### src/hw/rtl/gclp_pkg.sv
`default_nettype none

package gclp_pkg;

	// Parser phase, one-hot.
	typedef enum logic [3:0] {
		PH_FIRST  = 4'b0001,  // awaiting the first data word of a command
		PH_HEADER = 4'b0010,  // awaiting the header word
		PH_DATA   = 4'b0100,  // extra data words
		PH_PAD    = 4'b1000   // padding word after an odd count
	} phase_t;

	// Header word layout.
	localparam int unsigned HDR_REG_LSB   = 0;
	localparam int unsigned HDR_REG_W     = 16;
	localparam int unsigned HDR_MASK_LSB  = 16;
	localparam int unsigned HDR_MASK_W    = 4;
	localparam int unsigned HDR_COUNT_LSB = 20;
	localparam int unsigned HDR_COUNT_W   = 11;
	localparam int unsigned HDR_GROUP_BIT = 31;

	localparam int unsigned WORD_W = 32;

	typedef struct packed {
		phase_t                   phase;
		logic [WORD_W-1:0]        held_word;
		logic [HDR_REG_W-1:0]     cur_reg;
		logic [HDR_MASK_W-1:0]    cur_mask;
		logic [HDR_COUNT_W-1:0]   words_left;
		logic                     group_mode;
		logic                     pad_pending;
	} state_t;

	typedef struct packed {
		logic [HDR_REG_W-1:0]     reg_id;
		logic [HDR_MASK_W-1:0]    byte_mask;
		logic [WORD_W-1:0]        write_data;
		logic                     last_write;
	} wr_t;

endpackage

`default_nettype wire

### src/hw/rtl/gclp_step.sv
`default_nettype none

// Next-state and register-write decode for one command-list word.
module gclp_step (
	input  wire gclp_pkg::state_t             cur,
	input  wire logic [gclp_pkg::WORD_W-1:0] word,
	input  wire logic                        list_end,
	output gclp_pkg::state_t                  nxt,
	output logic                              emit,
	output gclp_pkg::wr_t                     wr
);

	logic [gclp_pkg::HDR_REG_W-1:0]   hdr_reg;
	logic [gclp_pkg::HDR_MASK_W-1:0]  hdr_mask;
	logic [gclp_pkg::HDR_COUNT_W-1:0] hdr_count;
	logic                             hdr_group;
	logic [gclp_pkg::HDR_COUNT_W-1:0] left_dec;

	assign hdr_reg   = word[gclp_pkg::HDR_REG_LSB +: gclp_pkg::HDR_REG_W];
	assign hdr_mask  = word[gclp_pkg::HDR_MASK_LSB +: gclp_pkg::HDR_MASK_W];
	assign hdr_count = word[gclp_pkg::HDR_COUNT_LSB +: gclp_pkg::HDR_COUNT_W];
	assign hdr_group = word[gclp_pkg::HDR_GROUP_BIT];

	assign left_dec = (cur.words_left != '0) ? cur.words_left - 1'b1 : cur.words_left;

	always_comb begin
		nxt           = cur;
		emit          = 1'b0;
		wr.reg_id     = cur.cur_reg;
		wr.byte_mask  = cur.cur_mask;
		wr.write_data = word;
		wr.last_write = 1'b0;

		case (cur.phase)
			gclp_pkg::PH_FIRST: begin
				nxt.held_word = word;
				nxt.phase     = gclp_pkg::PH_HEADER;
			end
			gclp_pkg::PH_HEADER: begin
				wr.reg_id        = hdr_reg;
				wr.byte_mask     = hdr_mask;
				wr.write_data    = cur.held_word;
				wr.last_write    = (hdr_count == '0);
				emit             = (hdr_mask != '0);
				nxt.cur_reg      = hdr_group ? hdr_reg + 1'b1 : hdr_reg;
				nxt.cur_mask     = hdr_mask;
				nxt.words_left   = hdr_count;
				nxt.group_mode   = hdr_group;
				nxt.pad_pending  = hdr_count[0];
				nxt.phase        = (hdr_count != '0) ? gclp_pkg::PH_DATA : gclp_pkg::PH_FIRST;
			end
			gclp_pkg::PH_DATA: begin
				emit           = (cur.cur_mask != '0);
				wr.last_write  = (cur.words_left == gclp_pkg::HDR_COUNT_W'(1));
				nxt.cur_reg    = cur.group_mode ? cur.cur_reg + 1'b1 : cur.cur_reg;
				nxt.words_left = left_dec;
				if (left_dec == '0) begin
					nxt.phase = cur.pad_pending ? gclp_pkg::PH_PAD : gclp_pkg::PH_FIRST;
				end
			end
			gclp_pkg::PH_PAD: begin
				nxt.pad_pending = 1'b0;
				nxt.phase       = gclp_pkg::PH_FIRST;
			end
			default: begin
				nxt.phase       = gclp_pkg::PH_FIRST;
				nxt.words_left  = '0;
				nxt.pad_pending = 1'b0;
			end
		endcase

		// End of list abandons whatever command is under way.
		if (list_end) begin
			nxt.phase       = gclp_pkg::PH_FIRST;
			nxt.words_left  = '0;
			nxt.pad_pending = 1'b0;
		end
	end

endmodule

`default_nettype wire

### src/hw/rtl/gpu_command_list_parser_unit.sv
`default_nettype none

// Channel   Dir  Handshake          Payload
// s_*       in   s_tvalid/s_tready  s_tdata = command-list word, s_tlast = end of list
// m_*       out  m_tvalid/m_tready  m_tdata = register write, m_tlast = last write of command
//
// One word is taken per cycle; the decode of a word is combinational logic between
// the parser state registers and the output register, so a write appears on m_* in the
// cycle after the word that causes it. s_tready is high whenever the output register is
// empty or is being drained in the same cycle, so the parser stalls only while a
// finished write waits on m_tready. Reset (arst_n low) returns the parser to awaiting
// the first data word of a command and empties the output register.
module gpu_command_list_parser_unit (
	input  wire logic        clk,
	input  wire logic        arst_n,

	input  wire logic        s_tvalid,
	output logic             s_tready,
	// [31:0] word
	input  wire logic [31:0] s_tdata,
	// list_end: high on the last word of the command list
	input  wire logic        s_tlast,

	output logic             m_tvalid,
	input  wire logic        m_tready,
	// [15:0] reg_id, [19:16] byte_mask, [51:20] write_data, [55:52] zero
	output logic [55:0]      m_tdata,
	// last_write: high on the final write of a command
	output logic             m_tlast
);

	gclp_pkg::state_t st_q;
	gclp_pkg::state_t st_nxt;
	logic             emit;
	gclp_pkg::wr_t    wr;
	gclp_pkg::wr_t    out_q;
	logic             out_valid_q;
	logic             s_accept;

	// The word decoder: phase tracking, header unpacking and register id stepping.
	gclp_step u_step (
		.cur      (st_q),
		.word     (s_tdata),
		.list_end (s_tlast),
		.nxt      (st_nxt),
		.emit     (emit),
		.wr       (wr)
	);

	assign s_tready = !out_valid_q || m_tready;
	assign s_accept = s_tvalid && s_tready;

	// Parser state advances only on an accepted word.
	always_ff @(posedge clk or negedge arst_n) begin
		if (!arst_n) begin
			st_q.phase       <= gclp_pkg::PH_FIRST;
			st_q.held_word   <= '0;
			st_q.cur_reg     <= '0;
			st_q.cur_mask    <= '0;
			st_q.words_left  <= '0;
			st_q.group_mode  <= 1'b0;
			st_q.pad_pending <= 1'b0;
		end else if (s_accept) begin
			st_q <= st_nxt;
		end
	end

	// Output register: reloaded on every accepted word, which is only possible when
	// it is empty or being taken, so no write is ever overwritten.
	always_ff @(posedge clk or negedge arst_n) begin
		if (!arst_n) begin
			out_valid_q <= 1'b0;
		end else if (s_accept) begin
			out_valid_q <= emit;
		end else if (m_tready) begin
			out_valid_q <= 1'b0;
		end
	end

	always_ff @(posedge clk) begin
		if (s_accept && emit) begin
			out_q <= wr;
		end
	end

	assign m_tvalid = out_valid_q;
	assign m_tdata  = {4'b0000, out_q.write_data, out_q.byte_mask, out_q.reg_id};
	assign m_tlast  = out_q.last_write;

endmodule

`default_nettype wire

### config.mk
export PLATFORM = sky130hd
export DESIGN_NAME = gpu_command_list_parser_unit
export DESIGN_NICKNAME = d
export VERILOG_FILES = /design/src/hw/rtl/gclp_pkg.sv /design/src/hw/rtl/gclp_step.sv /design/src/hw/rtl/gpu_command_list_parser_unit.sv
export SDC_FILE = /design/constraint.sdc
export NUM_CORES = 1
export LEC_CHECK = 0
export BUFFER_PORTS_ARGS = -buffer_cell sky130_fd_sc_hd__buf_4
export CAP_MARGIN = 20
export CORE_ASPECT_RATIO = 0.6
export CORE_MARGIN = 4
export CORE_UTILIZATION = 30
export CTS_CLUSTER_DIAMETER = 150
export DETAILED_ROUTE_END_ITERATION = 12
export GPL_TIMING_DRIVEN = 0
export SLEW_MARGIN = 20
export SYNTH_ARGS = -nofsm -noshare
export SYNTH_HDL_FRONTEND = slang
export SYNTH_HIERARCHICAL = 1
export SYNTH_SLANG_ARGS = --single-unit
### constraint.sdc
create_clock -name clk -period 5.25 [get_ports clk]
set_clock_uncertainty 0.15 [all_clocks]
set_input_delay 0.2625 -clock clk [delete_from_list [all_inputs] [get_ports clk]]
set_output_delay 0.2625 -clock clk [all_outputs]
set_load 0.02 [all_outputs]
Yosys cells after proc, flatten, opt, wreduce, memory -nomap -nowiden

Index checks and enable logic that the tools add are counted.

Magnitude comparators: 0
Mux-type cells: 18
Div/mod/pow operators: 0
Eq/ne operators: 9
Bitwise logic cells: 0
Reductions and logical operators: 20
Add/subtract/negate cells: 3
Multiply operators: 0
Shift-type cells: 0

Operators with widths:

| operator              | count |
|---|---|
| $mux 52               | 1 |
| $pmux 11 s3           | 1 |
| $add 16x1->16 const B | 2 |
| $mux 16               | 2 |
| $pmux 16 s2           | 1 |
| $logic_not 11->1      | 2 |
| $mux 11               | 2 |
| $reduce_bool 11->1    | 2 |
| $mux 4                | 3 |
| $pmux 4 s3            | 1 |
| $eq 11x1->1 const B   | 1 |
| $sub 11x1->11 const B | 1 |
| $reduce_and 2->1      | 5 |
| $reduce_bool 4->1     | 2 |
| $pmux 1 s2            | 3 |
| $eq 4x1->1 const B    | 1 |
| $eq 4x2->1 const B    | 1 |
| $eq 4x3->1 const B    | 1 |
| $eq 4x4->1 const B    | 1 |
| $ne 2x1->1 const B    | 2 |
| $reduce_bool 2->1     | 2 |
| $reduce_or 2->1       | 2 |
| $mux 1                | 3 |
| $mux 3                | 1 |
| other kinds (6)       | 7 |

Register bits: 123
Output and inout bits: 59
Latch bits: 0
Bits in read-only memories: 0
Bits in writable memories: 0
Input port bits: 37
Logic and storage cells: 62
Memories kept: 0

Logic depth before layout (Yosys ltp)

Depth after elaboration: 6
Gate-level depth with buffers: 10
Gate-level depth less buffers: 8

By module

The synthesis kept the hierarchy.

Modules (own cells, without submodules):

| module                       | area each (µm²) | sequential area each (µm²) | cells each | instances |
|---|---|---|---|---|
| gpu_command_list_parser_unit | 4,279.1         | 3,344.5                    | 209        | 1 |
| gclp_step                    | 2,737.6         | 0.0                        | 476        | 1 |

Worst setup path before layout

OpenSTA, ideal clock, no wires.

Path type: register to register
Start point: register st_q[68] in the netlist's numbering
End point: register out_q (netlist bit m_tdata[0]) (enable)
Arrival: 4.248 ns
Setup time: 0.470 ns
Path buffers: 3
Clock period less this slack: 4.868 ns
Slack: 0.382 ns
Required time: 4.630 ns
Cell stages (with the launch flop): 8
Path through: dfrtp_1 clkbuf_1 or4b_2 clkbuf_1 buf_1 o22ai_1 nand2_1 nor2b_1

Cells in the longest elaborated chain, start to end: 3
Elaborated cells between the ends (all ways): 4
Those cells by class: eq/ne (2); mux (1); reduce/logical (1)

RTL lines:

| item                                            | RTL line                           | source |
|---|---|---|
| from (decl)                                     | gpu_command_list_parser_unit.sv:32 | `gclp_pkg::state_t st_q;` |
| from (signal assigned)                          | gpu_command_list_parser_unit.sv:64 | `st_q <= st_nxt;` |
| $eq 4x3->1 / $eq 4x2->1 (equally long branches) | gclp_step.sv:34                    | `case (cur.phase)` |
| $pmux 1 s2 (*)                                  | gclp_step.sv:34                    |  |
| named net emit                                  | gpu_command_list_parser_unit.sv:34 | `logic emit;` |
| $logic_and 1x1->1 (*)                           | gpu_command_list_parser_unit.sv:81 | `if (s_accept && emit) begin` |
| to (signal assigned)                            | gpu_command_list_parser_unit.sv:82 | `out_q <= wr;` |
| to (decl)                                       | gpu_command_list_parser_unit.sv:36 | `gclp_pkg::wr_t out_q;` |

The timed path passes the listed nets; every way through them passes the cells marked *.
A chain may end at the register's enable or synchronous reset.

Final worst setup path

Start point: register st_q[68] in the netlist's numbering
End point: register out_q (netlist bit m_tdata[8]) (enable)

Same word-level chain as after synthesis.

==> reports/metrics.yaml <==
outcome:
  outcome: "finished, final reports clean"
timing:
  finalSetupViolations: 0
  relSlewSlack_pct: 20.8
  max_clock_freq_mhz: 265
  hold_ws_ns: 0.0106
  min_period_over_period_pct: 71.7
  finalHoldViolCount: 0
  worst_pin_slew_ns: 1.18
  period_needed_ns: 3.77
  slew_violations: 0
  rsz0062_at_grt: "no"
worst_setup_path:
  cpPeakStageDelay_ns: 0.77
  cp.required_ns: 5.22
  critPathMostFrequentCell: "clkbuf_1"
  crit_path_cell_trace: "clkbuf_1 -> or4b_2 -> clkbuf_1 -> clkbuf_1 -> o22ai_1 -> nand2_1 -> nor2b_4 -> buf_12"
  crit_path_max_fanout: 24
  crit_type: "reg -> reg"
  crit_buf_inv: 4
  cpMaxStageDelayCell: "or4b_2"
  crit_path_end_kind: "register"
  worstSetupStartpointType: "register"
  cp_top_family: "simple AND/OR/NAND/NOR gates"
  arrival_ns: 3.74
power_and_ir_drop:
  ir_drop_mv: 0.240
  p_per_area_nw_per_um2: 517
  p_leak_nw: 3.70
clock_tree:
  clockRootBuffer: "clkbuf_16"
  path_clk_slew_ns: 0.06
  cts_max_path_buffers: 2
  clock_sinks: 123
  htree_num_levels: 4
  cts_buffers: 17
  clk_latency_ns: 0.42
  cts_tree: "built"
floorplan:
  fp-row-count: 43
  core_area_um2: 23000
  die_w_um: 205
  start_util_pct: 30.5
  io_pins: 96
  die_height_um: 126
  dieArea_um2: 26000
placement:
  finalWeightedCongestion: 0.956
  dp_hpwl_um: 15000
  placed_cell_area_um2: 8140
  port_buffers: 87
global_route:
  overflow: 0
  grt_pass1_wl_um: 33100
  grt_max_degree: 71
  grt_pass1_vias: 5518
  track_usage_pct: 16.5
  antenna_found_initial: 1
synthesis:
  synth_top_area_share_pct: 24.6
  netlist_top_cells_area: "dfrtp_1, edfxtp_1, mux2_2"
  synth_top_area_cell: "dfrtp_1"
  synthCells: 685
  synthFlopType: "dfrtp_1"
  synth_cell_types: 63
  synth-seq-area-share_pct: 47.7
  ys_async_sr_fraction_pct: 56.9
  yosys_warnings: 6
  syn_avg_cell_area_um2: 10.2
  ys_seq_elements: 123
  synth_edf_count: 53
  netlist_area_um2: 7020
detailed_routing:
  drtPass1Iterations: 9
  drt-initial-drc-count: 544
  num_vias: 5719
  routed_via_density: 5.04
  avgRoutedWirePerCell_um: 18.6
  ant_nets: 0
  drc_errors: 0
  wirelength_um: 21100
cells_and_area:
  drive_gt1_share_pct: 30.6
  fillers: 2343
  design_area_um2: 8820
  final_cell_mix: "nand2_1, buf_4, mux2_2"
  layout.cells.most_common: "nand2_1"
  syn2layout_area_growth_pct: 25.7
  antenna_cells: 0
  finalNetCount: 849
worst_hold_path:
  worstHoldPathType: "in -> reg"
flow_run:
  maxCapViolations: 0
[stage by stage]
stage	power [mW]	setup slack (ns)	std cells	util, %	TNS [ns]
detailed placement	3.38	1.53	1092	35.3	0
global placement	3.34	-1.77	1090	35.1	-93.10
global route	4.84	1.33	1135	38.3	0
finish	4.56	1.48	1135	38.3	0
floorplan	2.86	0.382	688	-	0
CTS	4.56	1.51	1135	38.3	0
[repair_timing]
item / 4_1_cts / 5_1_grt
resized for setup: 0 / 0
setup buffers: 0 / 0
setup endpoints to repair: 0 / 0
endpoints found under the hold margin: 78 / 0
hold buffers: 11 / 0
[report_power, final]
group          switching [mW]  total (mW)  internal [mW]
sequential              0.241        1.58           1.34
combinational           0.950        1.82          0.870
clock                   0.445        1.16          0.713
total                    1.64        4.56           2.92
[sequential cells by signal (all words and copies together) (netlist names)]
signal    flops
m_tdata      52
m_tlast       1
m_tvalid      1
st_q         69
[final cells by class]
class	count	area (um^2)	area share, %
plain buffers	54	277	3.13
clock buffers	22	454	5.15
clock inverters	10	118	1.33
inverters	7	26.3	0.298
multi-input cells	504	3400	38.5
flip-flops and latches	123	3340	37.9
well taps	315	394	4.47
repair buffers	100	811	9.19
[logic make-up after synthesis]
family          Yosys count  synth area share (%)
xor+xnor                 22                  2.75
fa+ha+maj                 5                 0.892
flops                   123                  47.7
other cells               1                0.0534
mux                     103                  17.0
compound gates           87                  8.58
simple gates            283                  18.7
buf+inv                  61                  4.32
[worst register-to-register path, stage by stage, from the launching register on]
cell	delay, ns
dfrtp_1	0.37
clkbuf_1	0.20
or4b_2	0.77
clkbuf_1	0.33
clkbuf_1	0.41
o22ai_1	0.28
nand2_1	0.15
nor2b_4	0.54
buf_12	0.27
[layer usage]
layer  GRT usage, %  vias up  part of all wire, %
li1               -     2688                    -
met2           21.0      252                   38
met3           4.42       30                  8.2
met5              0        -                0.057
met4           4.01        2                  1.6
met1           26.8     2747                   52
[worst paths after layout]
| kind | startpoint | endpoint | slack (ns) | depth (start not counted) |
|---|---|---|---|---|
| max in group asynchronous | arst_n | st_q[20]$_DFFE_PN0P_ | 3.95 | 2 |
| min in group asynchronous | arst_n | st_q[54]$_DFFE_PN0P_ | 0.38 | 2 |
| setup reg to reg | st_q[68]$_DFFE_PN0P_ | m_tdata[8]$_DFFE_PP_ | 1.48 | 8 |
| hold / removal | s_tdata[25] | m_tdata[45]$_DFFE_PP_ | 0.01 | 3 |
| hold reg to reg | st_q[3]$_DFFE_PN0P_ | st_q[3]$_DFFE_PN0P_ | 0.35 | 1 |
| setup / recovery | st_q[68]$_DFFE_PN0P_ | m_tdata[8]$_DFFE_PP_ | 1.48 | 8 |
[Yosys cell counts (2+ instances only)]
| cell | n |
|---|---|
| and3_1 | 2 |
| o21bai_1 | 2 |
| nand2_1 | 177 |
| and4_1 | 3 |
| or4_1 | 3 |
| nor2_1 | 26 |
| nor3b_1 | 2 |
| mux2_4 | 10 |
| o21ai_1 | 5 |
| edfxtp_1 | 53 |
| o22ai_1 | 2 |
| buf_6 | 5 |
| nor2b_1 | 4 |
| clkbuf_1 | 34 |
| buf_4 | 8 |
| xnor2_1 | 9 |
| nand2b_1 | 3 |
| buf_1 | 2 |
| or4b_2 | 2 |
| inv_1 | 7 |
| o211ai_1 | 7 |
| a2111oi_0 | 2 |
| a21oi_1 | 10 |
| and3b_1 | 2 |
| nor4_1 | 10 |
| o31a_1 | 2 |
| a22oi_1 | 8 |
| o31ai_1 | 3 |
| nor4b_2 | 2 |
| nor3_1 | 15 |
| a222oi_1 | 5 |
| xor2_1 | 13 |
| mux2_2 | 92 |
| a31oi_1 | 7 |
| o221ai_1 | 2 |
| o21ai_0 | 22 |
| buf_2 | 5 |
| ha_1 | 5 |
| dfrtp_1 | 69 |
| and2_1 | 3 |
| nand4_1 | 11 |
| nand3_1 | 10 |
Power figures use the tool's default switching activity.
